### src/rtl/sha_pkg.sv
package sha_pkg;

  localparam int unsigned WordW = 32;
  localparam int unsigned BlockWords = 16;
  localparam int unsigned DigestWords = 8;
  localparam int unsigned Rounds = 64;
  localparam int unsigned QueueDepth = 4;

  typedef logic [WordW-1:0] word_t;

  typedef enum logic [1:0] {
    CMD_DATA,
    CMD_LAST_FULL,
    CMD_LAST_PAD
  } cmd_kind_t;

  typedef struct packed {
    cmd_kind_t   kind;
    logic [2:0]  nbytes;
    word_t       word;
  } cmd_t;

  localparam word_t PadWord = 32'h8000_0000;

  localparam word_t InitHash [DigestWords] = '{
    32'h6a09e667, 32'hbb67ae85, 32'h3c6ef372, 32'ha54ff53a,
    32'h510e527f, 32'h9b05688c, 32'h1f83d9ab, 32'h5be0cd19
  };

  localparam word_t RoundK [Rounds] = '{
    32'h428a2f98, 32'h71374491, 32'hb5c0fbcf, 32'he9b5dba5,
    32'h3956c25b, 32'h59f111f1, 32'h923f82a4, 32'hab1c5ed5,
    32'hd807aa98, 32'h12835b01, 32'h243185be, 32'h550c7dc3,
    32'h72be5d74, 32'h80deb1fe, 32'h9bdc06a7, 32'hc19bf174,
    32'he49b69c1, 32'hefbe4786, 32'h0fc19dc6, 32'h240ca1cc,
    32'h2de92c6f, 32'h4a7484aa, 32'h5cb0a9dc, 32'h76f988da,
    32'h983e5152, 32'ha831c66d, 32'hb00327c8, 32'hbf597fc7,
    32'hc6e00bf3, 32'hd5a79147, 32'h06ca6351, 32'h14292967,
    32'h27b70a85, 32'h2e1b2138, 32'h4d2c6dfc, 32'h53380d13,
    32'h650a7354, 32'h766a0abb, 32'h81c2c92e, 32'h92722c85,
    32'ha2bfe8a1, 32'ha81a664b, 32'hc24b8b70, 32'hc76c51a3,
    32'hd192e819, 32'hd6990624, 32'hf40e3585, 32'h106aa070,
    32'h19a4c116, 32'h1e376c08, 32'h2748774c, 32'h34b0bcb5,
    32'h391c0cb3, 32'h4ed8aa4a, 32'h5b9cca4f, 32'h682e6ff3,
    32'h748f82ee, 32'h78a5636f, 32'h84c87814, 32'h8cc70208,
    32'h90befffa, 32'ha4506ceb, 32'hbef9a3f7, 32'hc67178f2
  };

endpackage

### src/rtl/sha_front.sv
module sha_front (
  input  logic           [31:0] msg_word,
  input  logic           [2:0]  valid_bytes,
  input  logic                  final_word,
  output sha_pkg::cmd_t         cmd
);
  import sha_pkg::*;

  logic [2:0] nb;

  always_comb begin
    nb = (valid_bytes > 3'd4) ? 3'd4 : valid_bytes;
    cmd.nbytes = nb;
    cmd.word   = msg_word;
    if (!final_word) begin
      cmd.kind   = CMD_DATA;
      cmd.nbytes = 3'd4;
    end else if (nb == 3'd4) begin
      cmd.kind = CMD_LAST_FULL;
    end else begin
      cmd.kind = CMD_LAST_PAD;
      case (nb)
        3'd1:    cmd.word = {msg_word[31:24], 24'h80_0000};
        3'd2:    cmd.word = {msg_word[31:16], 16'h8000};
        3'd3:    cmd.word = {msg_word[31:8], 8'h80};
        default: cmd.word = PadWord;
      endcase
    end
  end

endmodule

### src/rtl/sha_cmd_queue.sv
module sha_cmd_queue (
  input  logic          clk,
  input  logic          rst,
  input  logic          wr,
  input  sha_pkg::cmd_t wr_data,
  output logic          full,
  input  logic          rd,
  output sha_pkg::cmd_t rd_data,
  output logic          empty
);
  import sha_pkg::*;

  localparam int unsigned PtrW = $clog2(QueueDepth);

  cmd_t            slots [QueueDepth];
  logic [PtrW-1:0] wr_ptr;
  logic [PtrW-1:0] rd_ptr;
  logic [PtrW:0]   count;
  logic            do_wr;
  logic            do_rd;

  assign full    = (count == (PtrW+1)'(QueueDepth));
  assign empty   = (count == '0);
  assign do_wr   = wr && !full;
  assign do_rd   = rd && !empty;
  assign rd_data = slots[rd_ptr];

  always_ff @(posedge clk) begin
    if (rst) begin
      wr_ptr <= '0;
      rd_ptr <= '0;
      count  <= '0;
    end else begin
      if (do_wr) begin
        wr_ptr <= wr_ptr + 1'b1;
      end
      if (do_rd) begin
        rd_ptr <= rd_ptr + 1'b1;
      end
      count <= count + (PtrW+1)'(do_wr) - (PtrW+1)'(do_rd);
    end
  end

  always_ff @(posedge clk) begin
    if (do_wr) begin
      slots[wr_ptr] <= wr_data;
    end
  end

endmodule

### src/rtl/sha_back.sv
module sha_back (
  input  logic          clk,
  input  logic          rst,
  input  sha_pkg::cmd_t cmd,
  input  logic          cmd_empty,
  output logic          cmd_pop,
  output logic [31:0]   digest_word,
  output logic [2:0]    word_index,
  output logic          last_of_digest,
  output logic          empty,
  input  logic          pop
);
  import sha_pkg::*;

  typedef enum logic [2:0] {
    S_COLLECT,
    S_PAD,
    S_ZERO,
    S_LENLO,
    S_ROUND,
    S_FINISH,
    S_OUT
  } state_t;

  state_t      state;
  state_t      ret;
  state_t      after;
  word_t       chain [DigestWords];
  word_t       v [DigestWords];
  word_t       win [BlockWords];
  logic [3:0]  fill;
  logic [63:0] bit_len;
  logic [5:0]  rnd;
  logic [2:0]  idx;
  word_t       pend;
  logic        push_en;
  word_t       push_w;
  word_t       sched_new;
  word_t       t1;
  word_t       t2;

  function automatic word_t rotr(word_t x, int unsigned n);
    return (x >> n) | (x << (WordW - n));
  endfunction

  always_comb begin
    push_en = 1'b0;
    push_w  = cmd.word;
    after   = state;
    cmd_pop = 1'b0;
    case (state)
      S_COLLECT: begin
        if (!cmd_empty) begin
          cmd_pop = 1'b1;
          push_en = 1'b1;
          case (cmd.kind)
            CMD_LAST_FULL: after = S_PAD;
            CMD_LAST_PAD:  after = S_ZERO;
            default:       after = S_COLLECT;
          endcase
        end
      end
      S_PAD: begin
        push_en = 1'b1;
        push_w  = pend;
        after   = S_ZERO;
      end
      S_ZERO: begin
        push_en = 1'b1;
        if (fill == 4'd14) begin
          push_w = bit_len[63:32];
          after  = S_LENLO;
        end else begin
          push_w = '0;
          after  = S_ZERO;
        end
      end
      S_LENLO: begin
        push_en = 1'b1;
        push_w  = bit_len[31:0];
        after   = S_OUT;
      end
      default: begin
      end
    endcase
  end

  always_comb begin
    sched_new = (rotr(win[14], 17) ^ rotr(win[14], 19) ^ (win[14] >> 10)) + win[9]
              + (rotr(win[1], 7) ^ rotr(win[1], 18) ^ (win[1] >> 3)) + win[0];
    t1 = v[7] + (rotr(v[4], 6) ^ rotr(v[4], 11) ^ rotr(v[4], 25))
       + ((v[4] & v[5]) ^ (~v[4] & v[6])) + RoundK[rnd] + win[0];
    t2 = (rotr(v[0], 2) ^ rotr(v[0], 13) ^ rotr(v[0], 22))
       + ((v[0] & v[1]) ^ (v[0] & v[2]) ^ (v[1] & v[2]));
  end

  always_ff @(posedge clk) begin
    if (rst) begin
      state   <= S_COLLECT;
      ret     <= S_COLLECT;
      fill    <= '0;
      bit_len <= '0;
      rnd     <= '0;
      idx     <= '0;
      chain   <= InitHash;
    end else begin
      if (cmd_pop) begin
        bit_len <= bit_len + 64'({cmd.nbytes, 3'b000});
        pend    <= PadWord;
      end
      if (push_en) begin
        for (int i = 0; i < BlockWords - 1; i++) begin
          win[i] <= win[i+1];
        end
        win[BlockWords-1] <= push_w;
        fill <= fill + 1'b1;
        if (fill == 4'd15) begin
          state <= S_ROUND;
          ret   <= after;
          rnd   <= '0;
          v     <= chain;
        end else begin
          state <= after;
        end
      end else begin
        case (state)
          S_ROUND: begin
            for (int i = 0; i < BlockWords - 1; i++) begin
              win[i] <= win[i+1];
            end
            win[BlockWords-1] <= sched_new;
            v[7] <= v[6];
            v[6] <= v[5];
            v[5] <= v[4];
            v[4] <= v[3] + t1;
            v[3] <= v[2];
            v[2] <= v[1];
            v[1] <= v[0];
            v[0] <= t1 + t2;
            rnd  <= rnd + 1'b1;
            if (rnd == 6'(Rounds - 1)) begin
              state <= S_FINISH;
            end
          end
          S_FINISH: begin
            for (int i = 0; i < DigestWords; i++) begin
              chain[i] <= chain[i] + v[i];
            end
            state <= ret;
          end
          S_OUT: begin
            if (pop) begin
              idx <= idx + 1'b1;
              if (idx == 3'd7) begin
                chain   <= InitHash;
                fill    <= '0;
                bit_len <= '0;
                state   <= S_COLLECT;
              end
            end
          end
          default: begin
          end
        endcase
      end
    end
  end

  assign empty          = (state != S_OUT);
  assign digest_word    = chain[idx];
  assign word_index     = idx;
  assign last_of_digest = (idx == 3'd7);

  a_out_block_aligned: assert property (@(posedge clk) disable iff (rst)
    state == S_OUT |-> fill == 4'd0)
    else $error("digest presented with a partial block");

  a_lenlo_closes_block: assert property (@(posedge clk) disable iff (rst)
    state == S_LENLO |-> fill == 4'd15)
    else $error("length word not at end of block");

  a_rounds_end: assert property (@(posedge clk) disable iff (rst)
    (state == S_ROUND && rnd == 6'(Rounds - 1)) |=> state == S_FINISH)
    else $error("compression did not finish after last round");

  a_no_pop_while_busy: assert property (@(posedge clk) disable iff (rst)
    cmd_pop |-> state == S_COLLECT && !cmd_empty)
    else $error("command taken outside collect");

endmodule

### src/rtl/sha256_stream_hasher.sv
// channel   handshake        payload
// input     push / full      msg_word, valid_bytes, final_word
// result    empty / pop      digest_word, word_index, last_of_digest
//
// each message word enters the back end's block window, and a full block adds 64
// rounds and one chaining add
// the final word adds padding words, the 64-bit length and one or two compressions
// a 4-entry queue lets the input side take words while the back end compresses
// rst is synchronous and returns the chaining value to the initial hash
// the back end holds while a digest waits for pop
module sha256_stream_hasher (
  input  logic        clk,
  input  logic        rst,
  input  logic        push,
  output logic        full,
  input  logic [31:0] msg_word,
  input  logic [2:0]  valid_bytes,
  input  logic        final_word,
  output logic        empty,
  input  logic        pop,
  output logic [31:0] digest_word,
  output logic [2:0]  word_index,
  output logic        last_of_digest
);
  import sha_pkg::*;

  cmd_t in_cmd;
  cmd_t q_cmd;
  logic q_empty;
  logic q_pop;

  sha_front u_front (
    .msg_word    (msg_word),
    .valid_bytes (valid_bytes),
    .final_word  (final_word),
    .cmd         (in_cmd)
  );

  sha_cmd_queue u_queue (
    .clk     (clk),
    .rst     (rst),
    .wr      (push),
    .wr_data (in_cmd),
    .full    (full),
    .rd      (q_pop),
    .rd_data (q_cmd),
    .empty   (q_empty)
  );

  sha_back u_back (
    .clk            (clk),
    .rst            (rst),
    .cmd            (q_cmd),
    .cmd_empty      (q_empty),
    .cmd_pop        (q_pop),
    .digest_word    (digest_word),
    .word_index     (word_index),
    .last_of_digest (last_of_digest),
    .empty          (empty),
    .pop            (pop)
  );

endmodule
### config.mk
export PLATFORM = sky130hd
export DESIGN_NAME = sha256_stream_hasher
export DESIGN_NICKNAME = d
export VERILOG_FILES = /design/src/rtl/sha_pkg.sv /design/src/rtl/sha_front.sv /design/src/rtl/sha_cmd_queue.sv /design/src/rtl/sha_back.sv /design/src/rtl/sha256_stream_hasher.sv
export SDC_FILE = /design/constraint.sdc
export NUM_CORES = 2
export LEC_CHECK = 0
export ABC_CLOCK_PERIOD_IN_PS = 114100
export BUFFER_PORTS_ARGS = -buffer_cell sky130_fd_sc_hd__buf_2
export CORE_UTILIZATION = 55
export DETAILED_ROUTE_END_ITERATION = 8
export HOLD_SLACK_MARGIN = 0.02
export PLACE_DENSITY = 0.74
export SETUP_SLACK_MARGIN = 0.5
export SYNTH_ARGS = -nofsm -noshare
export SYNTH_HDL_FRONTEND = slang
export SYNTH_SLANG_ARGS = --single-unit
export TNS_END_PERCENT = 20
### constraint.sdc
create_clock -name clk -period 114.1 [get_ports clk]
set_input_delay 5.705 -clock clk [delete_from_list [all_inputs] [get_ports clk]]
set_output_delay 5.705 -clock clk [all_outputs]
set_load 0.05 [all_outputs]
# [Word level (Yosys, flattened, before mapping)]
# Memories as Yosys holds them, arrays and structs flattened. A register that Yosys moved wholly into a read port is not among the register bits.
# Cells that the tools add are included.
[totals] memories=3 mem_bits_ro=2048 in_bits=40 ramBits=660 ff_bits=602
[op_classes] n_eq_ne=24 n_addsub=26 muxes=72 magnitude_cmp=3 n_reduce_logical=20 bitwise_logic=47
[memory_table] memory="(name not given)" words=64 word_bits=32 read_ports=1 rd_clocked_by_memory_dff=0 wr=0 line="sha_back.sv:92" text="+ ((v[4] & v[5]) ^ (~v[4] & v[6])) + RoundK[rnd] + win[0];"
[memory_table] memory="u_back.win" words=16 word_bits=32 read_ports=16 rd_clocked_by_memory_dff=0 wr=16 line="sha_back.sv:30" text="word_t win [BlockWords];"
[memory_table] memory="u_queue.slots" words=4 word_bits=37 read_ports=1 rd_clocked_by_memory_dff=1 wr=1 line="sha_cmd_queue.sv:15" text="cmd_t slots [QueueDepth];"
[op_table] operator="two-way mux 256 bit" count=5
[op_table] operator="two-way mux 32 bit" count=23
[op_table] operator="adder 32 bit" count=18
[op_table] operator="case mux 256 bit (2 select lines)" count=1
[op_table] operator="two-way mux 64 bit" count=5
[op_table] operator="bitwise XOR 32 bit" count=9
[op_table] operator="case mux 32 bit (3 select lines)" count=2
[op_table] operator="AND 32 bit" count=5
[op_table] operator="binary-select mux 32 bit (select 3 bit)" count=1
[op_table] operator="adder 64 x 6 -> 64 bit" count=1
[op_table] operator="NOT 32 bit" count=1
[op_table] operator="OR 10 x 32 -> 32 bit" count=1
[op_table] operator="OR 13 x 32 -> 32 bit" count=1
[op_table] operator="OR 14 x 32 -> 32 bit" count=1
[op_table] operator="OR 15 x 32 -> 32 bit" count=1
[op_table] operator="OR 19 x 32 -> 32 bit" count=1
[op_table] operator="OR 21 x 32 -> 32 bit" count=1
[op_table] operator="OR 25 x 32 -> 32 bit" count=1
[op_table] operator="OR 26 x 32 -> 32 bit" count=1
[op_table] operator="OR 30 x 32 -> 32 bit" count=1
[op_table] operator="OR 7 x 32 -> 32 bit" count=1
[op_table] operator="bitwise XOR 32 x 22 -> 32 bit" count=1
[op_table] operator="bitwise XOR 32 x 29 -> 32 bit" count=1
[op_table] operator="two-way mux 3 bit" count=8
[op_table] operator="41 further kinds" count=101

# [Logic depth before layout (Yosys ltp)]
[logic_depth] depth_word=10 ltp_mapped=40

# [By module]
# A second synthesis with hierarchy kept.
[hier_totals] cells_unflattened=7132 hier_area_um2=75117.0
[modules_own_cells] module="sha_back" instances=1 seq_area_each_um2=29788.6 area_each_um2=68893.6 cells_each=6843
[modules_own_cells] module="sha_cmd_queue" instances=1 seq_area_each_um2=4624.4 area_each_um2=5863.1 cells_each=244
[modules_own_cells] module="sha_front" instances=1 seq_area_each_um2=0.0 area_each_um2=360.3 cells_each=45

# [Least setup slack after synthesis]
# Ideal clock, no wire load.
[synth_timing] kind="input -> register" from="in rst" to="reg u_back.v[0] (netlist name) (enable)" path_stages=3 arrival_ns=40.361 slack_ns=72.831 required_time_ns=113.192 path_cell_list="clkbuf_1 -> a21oi_1 -> nor2b_1"
[synth_between] elab_chain_cells=2
[synth_rtl] item="from (decl)" line="sha256_stream_hasher.sv:13" text="input logic rst,"
[synth_rtl] item="NOT 1 bit (no line)"
[synth_rtl] item="AND reduction 3 bit (no line)"
[synth_rtl] item="to (signal assigned)" line="sha_back.sv:121" text="v <= chain;"
[synth_rtl] item="to (decl)" line="sha_back.sv:29" text="word_t v [DigestWords];"
# No other way between the ends.
# A chain may end at the register's enable or synchronous reset.

# [Final worst setup path]
[layout_timing] from="reg u_back.rnd[0]" to="reg u_back.v[255] (netlist name) (data pin)"
[layout_between] elab_chain_cells=9
[layout_rtl] item="from (decl)" line="sha_back.sv:33" text="logic [5:0] rnd;"
[layout_rtl] item="from (signal assigned)" line="sha_back.sv:140" text="rnd <= rnd + 1'b1;"
[layout_rtl] item="NOT 6 -> 7 bit (implied by the code)" line="sha_back.sv:92"
[layout_rtl] item="memory read (64 x 32 bit)"
[layout_rtl] item="two-way mux 32 bit (implied by the code) (2 in series)" line="sha_back.sv:92"
[layout_rtl] item="adder 32 bit (2 in series)" line="sha_back.sv:92"
[layout_rtl] item="adder 32 bit" line="sha_back.sv:139" text="v[0] <= t1 + t2;"
[layout_rtl] item="two-way mux 256 bit" line="sha_back.sv:126" text="case (state)"
[layout_rtl] item="two-way mux 256 bit" line="sha_back.sv:111" text="if (push_en) begin"
# No other way between the ends. The select of a mux whose other input is x is not followed.

==> summary.txt <==
Outcome - complete, no violations
Max Fclk - 91.4 MHz
CTS HTree Levels - 4
Wire length on met1 - 98.9 mm
Starting Density - 0.556
Clk_lat worst skew - 0.80 ns
Layout cells sized above 1 - 0.0836
Setup violators final - 0
#FFs+latches synth - 1,261
Placed cell area - 76,600 um^2
Routed wire per std cell - 25.6 um
Post-Syn Instances - 7,029
Met2 Wirelength - 95.0 mm
RSZ-0062 raised after global routing - no
Dpl hpwl - 165 mm
Overall routed net length - 227 mm
Final core utilization - 0.607
Top layer in use - met5
R2R setup slack - 103.16 ns
Vias per inst - 6.35
Post-synthesis cell type count - 100
Clock Tree Buf Depth - 3
Worst r2r dst - u_back.v[255]
Top FF cell, synth - edfxtp_1
Register area share after synthesis - 0.462
Final TNS setup - 0 ns
CP max FO - 33
First-pass iteration count of the detailed router - 6
R2r startpoint - u_back.rnd[0]
Hold EP - u_back.win[5][23]
Initial antenna violation count - 10
WHS Path Cells - 0
Die Area - 137,000 um^2
TritonCTS Buffers - 139
WL met3 - 24.7 mm
Most frequent cells in the layout - nand2_1 (969), edfxtp_1 (916), nor2_1 (457)
Largest net degree at the start of global routing - 92
Worst-margin pin slew - 1.20 ns
Critical Path Max Stage Delay - 0.75 ns
EDFF count, synth - 916
DRC viols - 0
Drt initial violations - 6,950
Vias - 56,300
Slew headroom - 0.198
Synthesized cell area - 74,500 um^2
Most common cell after layout, fill and taps aside - nand2_1
Fillers - 10,700
TritonCTS clock tree - built
I/O pin cnt - 78
Worst Hold Class - flip-flop to flip-flop
Post-CTS Setup Bufs - 0
CP Launch Type - flip-flop
Syn. warnings - 0
Buffers added on ports - 77
Crit. End Element - flip-flop
Tmin final - 10.94 ns
Worst EP required - 114.62 ns
Detail Route Antenna Nets - 0
R2r worst-path depth - 37
Period utilization - 0.0959
Hold bufs inserted after CTS - 0
Die Span Y - 370 um
Post-Syn Area per Cell - 10.6 um^2
First-pass GRT wire length - 341 mm
Max-slew violations - 0
HP Start - u_back.win[6][23]
Top Family by Delay on Critical Path - adder cells
# rows - 134
Slowest-stage cell, CP - o31ai_1
Vias in the first global route - 52,700
Net Count, Synth - 7,671
Root buf cell - clkbuf_16
Clk sinks - 1,261
Buffers plus inverters on the worst setup path - 5
Async S/R FF share, synth - 0
Fin nets - 7,636
Post-cts gate resize count - 0
Finished layout cell area - 81,300 um^2
Total congestion overflow - 0
Routability cong. - 1.01
Clk_skew - 0.0368 ns
Area Overhead vs Synth - 9.11%
Final Hold Viols - 0
Crit-path most repeated cell - fa_1
Clk slew on worst S/H paths - 0.06 ns
GRT Overall Usage - 0.332
Max-cap check violation count - 0
Die width - 370 um
Arr. time, crit path - 11.46 ns
Core Footprint - 134,000 um^2
Worst Setup Path Type - flip-flop to flip-flop
[stage by stage]
| stage | hold slack (ns) | worst slack (ns) | std cells |
|---|---|---|---|
| detailed placement | 0.405 | 103.50 | 8621 |
| global route | 0.404 | 102.60 | 8872 |
| CTS | 0.396 | 103.44 | 8872 |
| finish | 0.406 | 103.16 | 8874 |
| global placement | 0.400 | 103.52 | 8621 |
| floorplan | 0.400 | 72.83 | 7029 |
[registers in the layout, summed over array words and instances, names as in the netlist, named ones only]
register,flops
u_back.rnd,6
u_back.word_index,3
u_back.bit_len,61
u_queue.wr_ptr,2
u_back.state,3
u_back.fill,4
u_queue.rd_ptr,2
u_back.v,256
u_queue.slots,148
u_back.chain,256
u_back.win,512
u_queue.count,3
u_back.ret,3
[area by class of cell]
cell class / count / area, um^2 / share of cell area
Tap cell: 1768 / 2210 / 0.0272
Inverter: 300 / 1130 / 0.0139
Multi-Input combinational cell: 5135 / 37800 / 0.465
Antenna cell: 2 / 5.00 / 0.0000616
Clock buffer: 186 / 3810 / 0.0468
Clock inverter: 65 / 900 / 0.0111
Timing Repair Buffer: 157 / 992 / 0.0122
Sequential cell: 1261 / 34400 / 0.424
[cells in the mapped netlist, drive strengths merged (22+ instances only)]
cell type,count,area (um^2)
mux2,40,450
xnor2,403,3530
a21o,169,1270
o21a,52,390
and3,44,275
nand2,972,3650
nand4,30,188
edfxtp,916,27500
a22oi,100,751
nor2b,75,469
nor3,99,495
and2,54,338
dfxtp,345,6910
buf,49,188
fa,197,3940
nand3,107,536
a211oi,52,400
clkbuf,284,1070
inv,297,1110
o31ai,25,206
nor2,463,1740
mux4,110,2480
o21ai,351,1760
o21bai,47,357
a21oi,411,2060
o22ai,106,663
mux2i,41,410
xor2,209,1830
nand2b,110,688
a31oi,55,359
or3,55,344
or2,22,138
maj3,26,260
ha,405,5070
o211ai,65,498
[logic make-up after synthesis]
kind of cell    count (synthesis)  share of synthesized area
simple gates                 2090                      0.125
compound gates               1612                      0.139
flops                        1261                      0.462
buf+inv                       633                     0.0319
fa+ha+maj                     628                      0.124
xor+xnor                      614                     0.0726
mux                           191                     0.0448
[worst max path at each step]
stage | slack, ns | end | start | depth (start not counted)
after detailed placement | 103.50 | u_back.v[255] | u_back.rnd[0] | 37
after global placement | 103.52 | u_back.v[255] | u_back.rnd[0] | 37
final | 103.16 | u_back.v[255] | u_back.rnd[0] | 37
after CTS | 103.44 | u_back.v[255] | u_back.rnd[0] | 37
after floorplan | 72.83 | u_back.v[0] | rst | 3
after global routing | 102.60 | u_back.v[255] | u_back.rnd[0] | 37
[worst register-to-register path, delay by kind of cell (launching register included)]
kind | cells | cell delay (ns)
AOI/OAI and AO/OA | 9 | 2.84
xor gates and xnor gates | 2 | 0.62
adders and majority gates | 8 | 3.49
buffers and inverters | 5 | 1.33
DFF | 1 | 0.30
and+or+nand+nor | 13 | 2.11
[metal layers]
metal  vias to the layer above  global-route usage
met1                     27500               0.502
met4                        14               0.123
met2                      3053               0.468
met3                       472              0.0695
met5                         -                   0
li1                      25200                   -
Power is not shown: default switching activity piles up to over one toggle a cycle in this logic, so the estimate is an artifact.
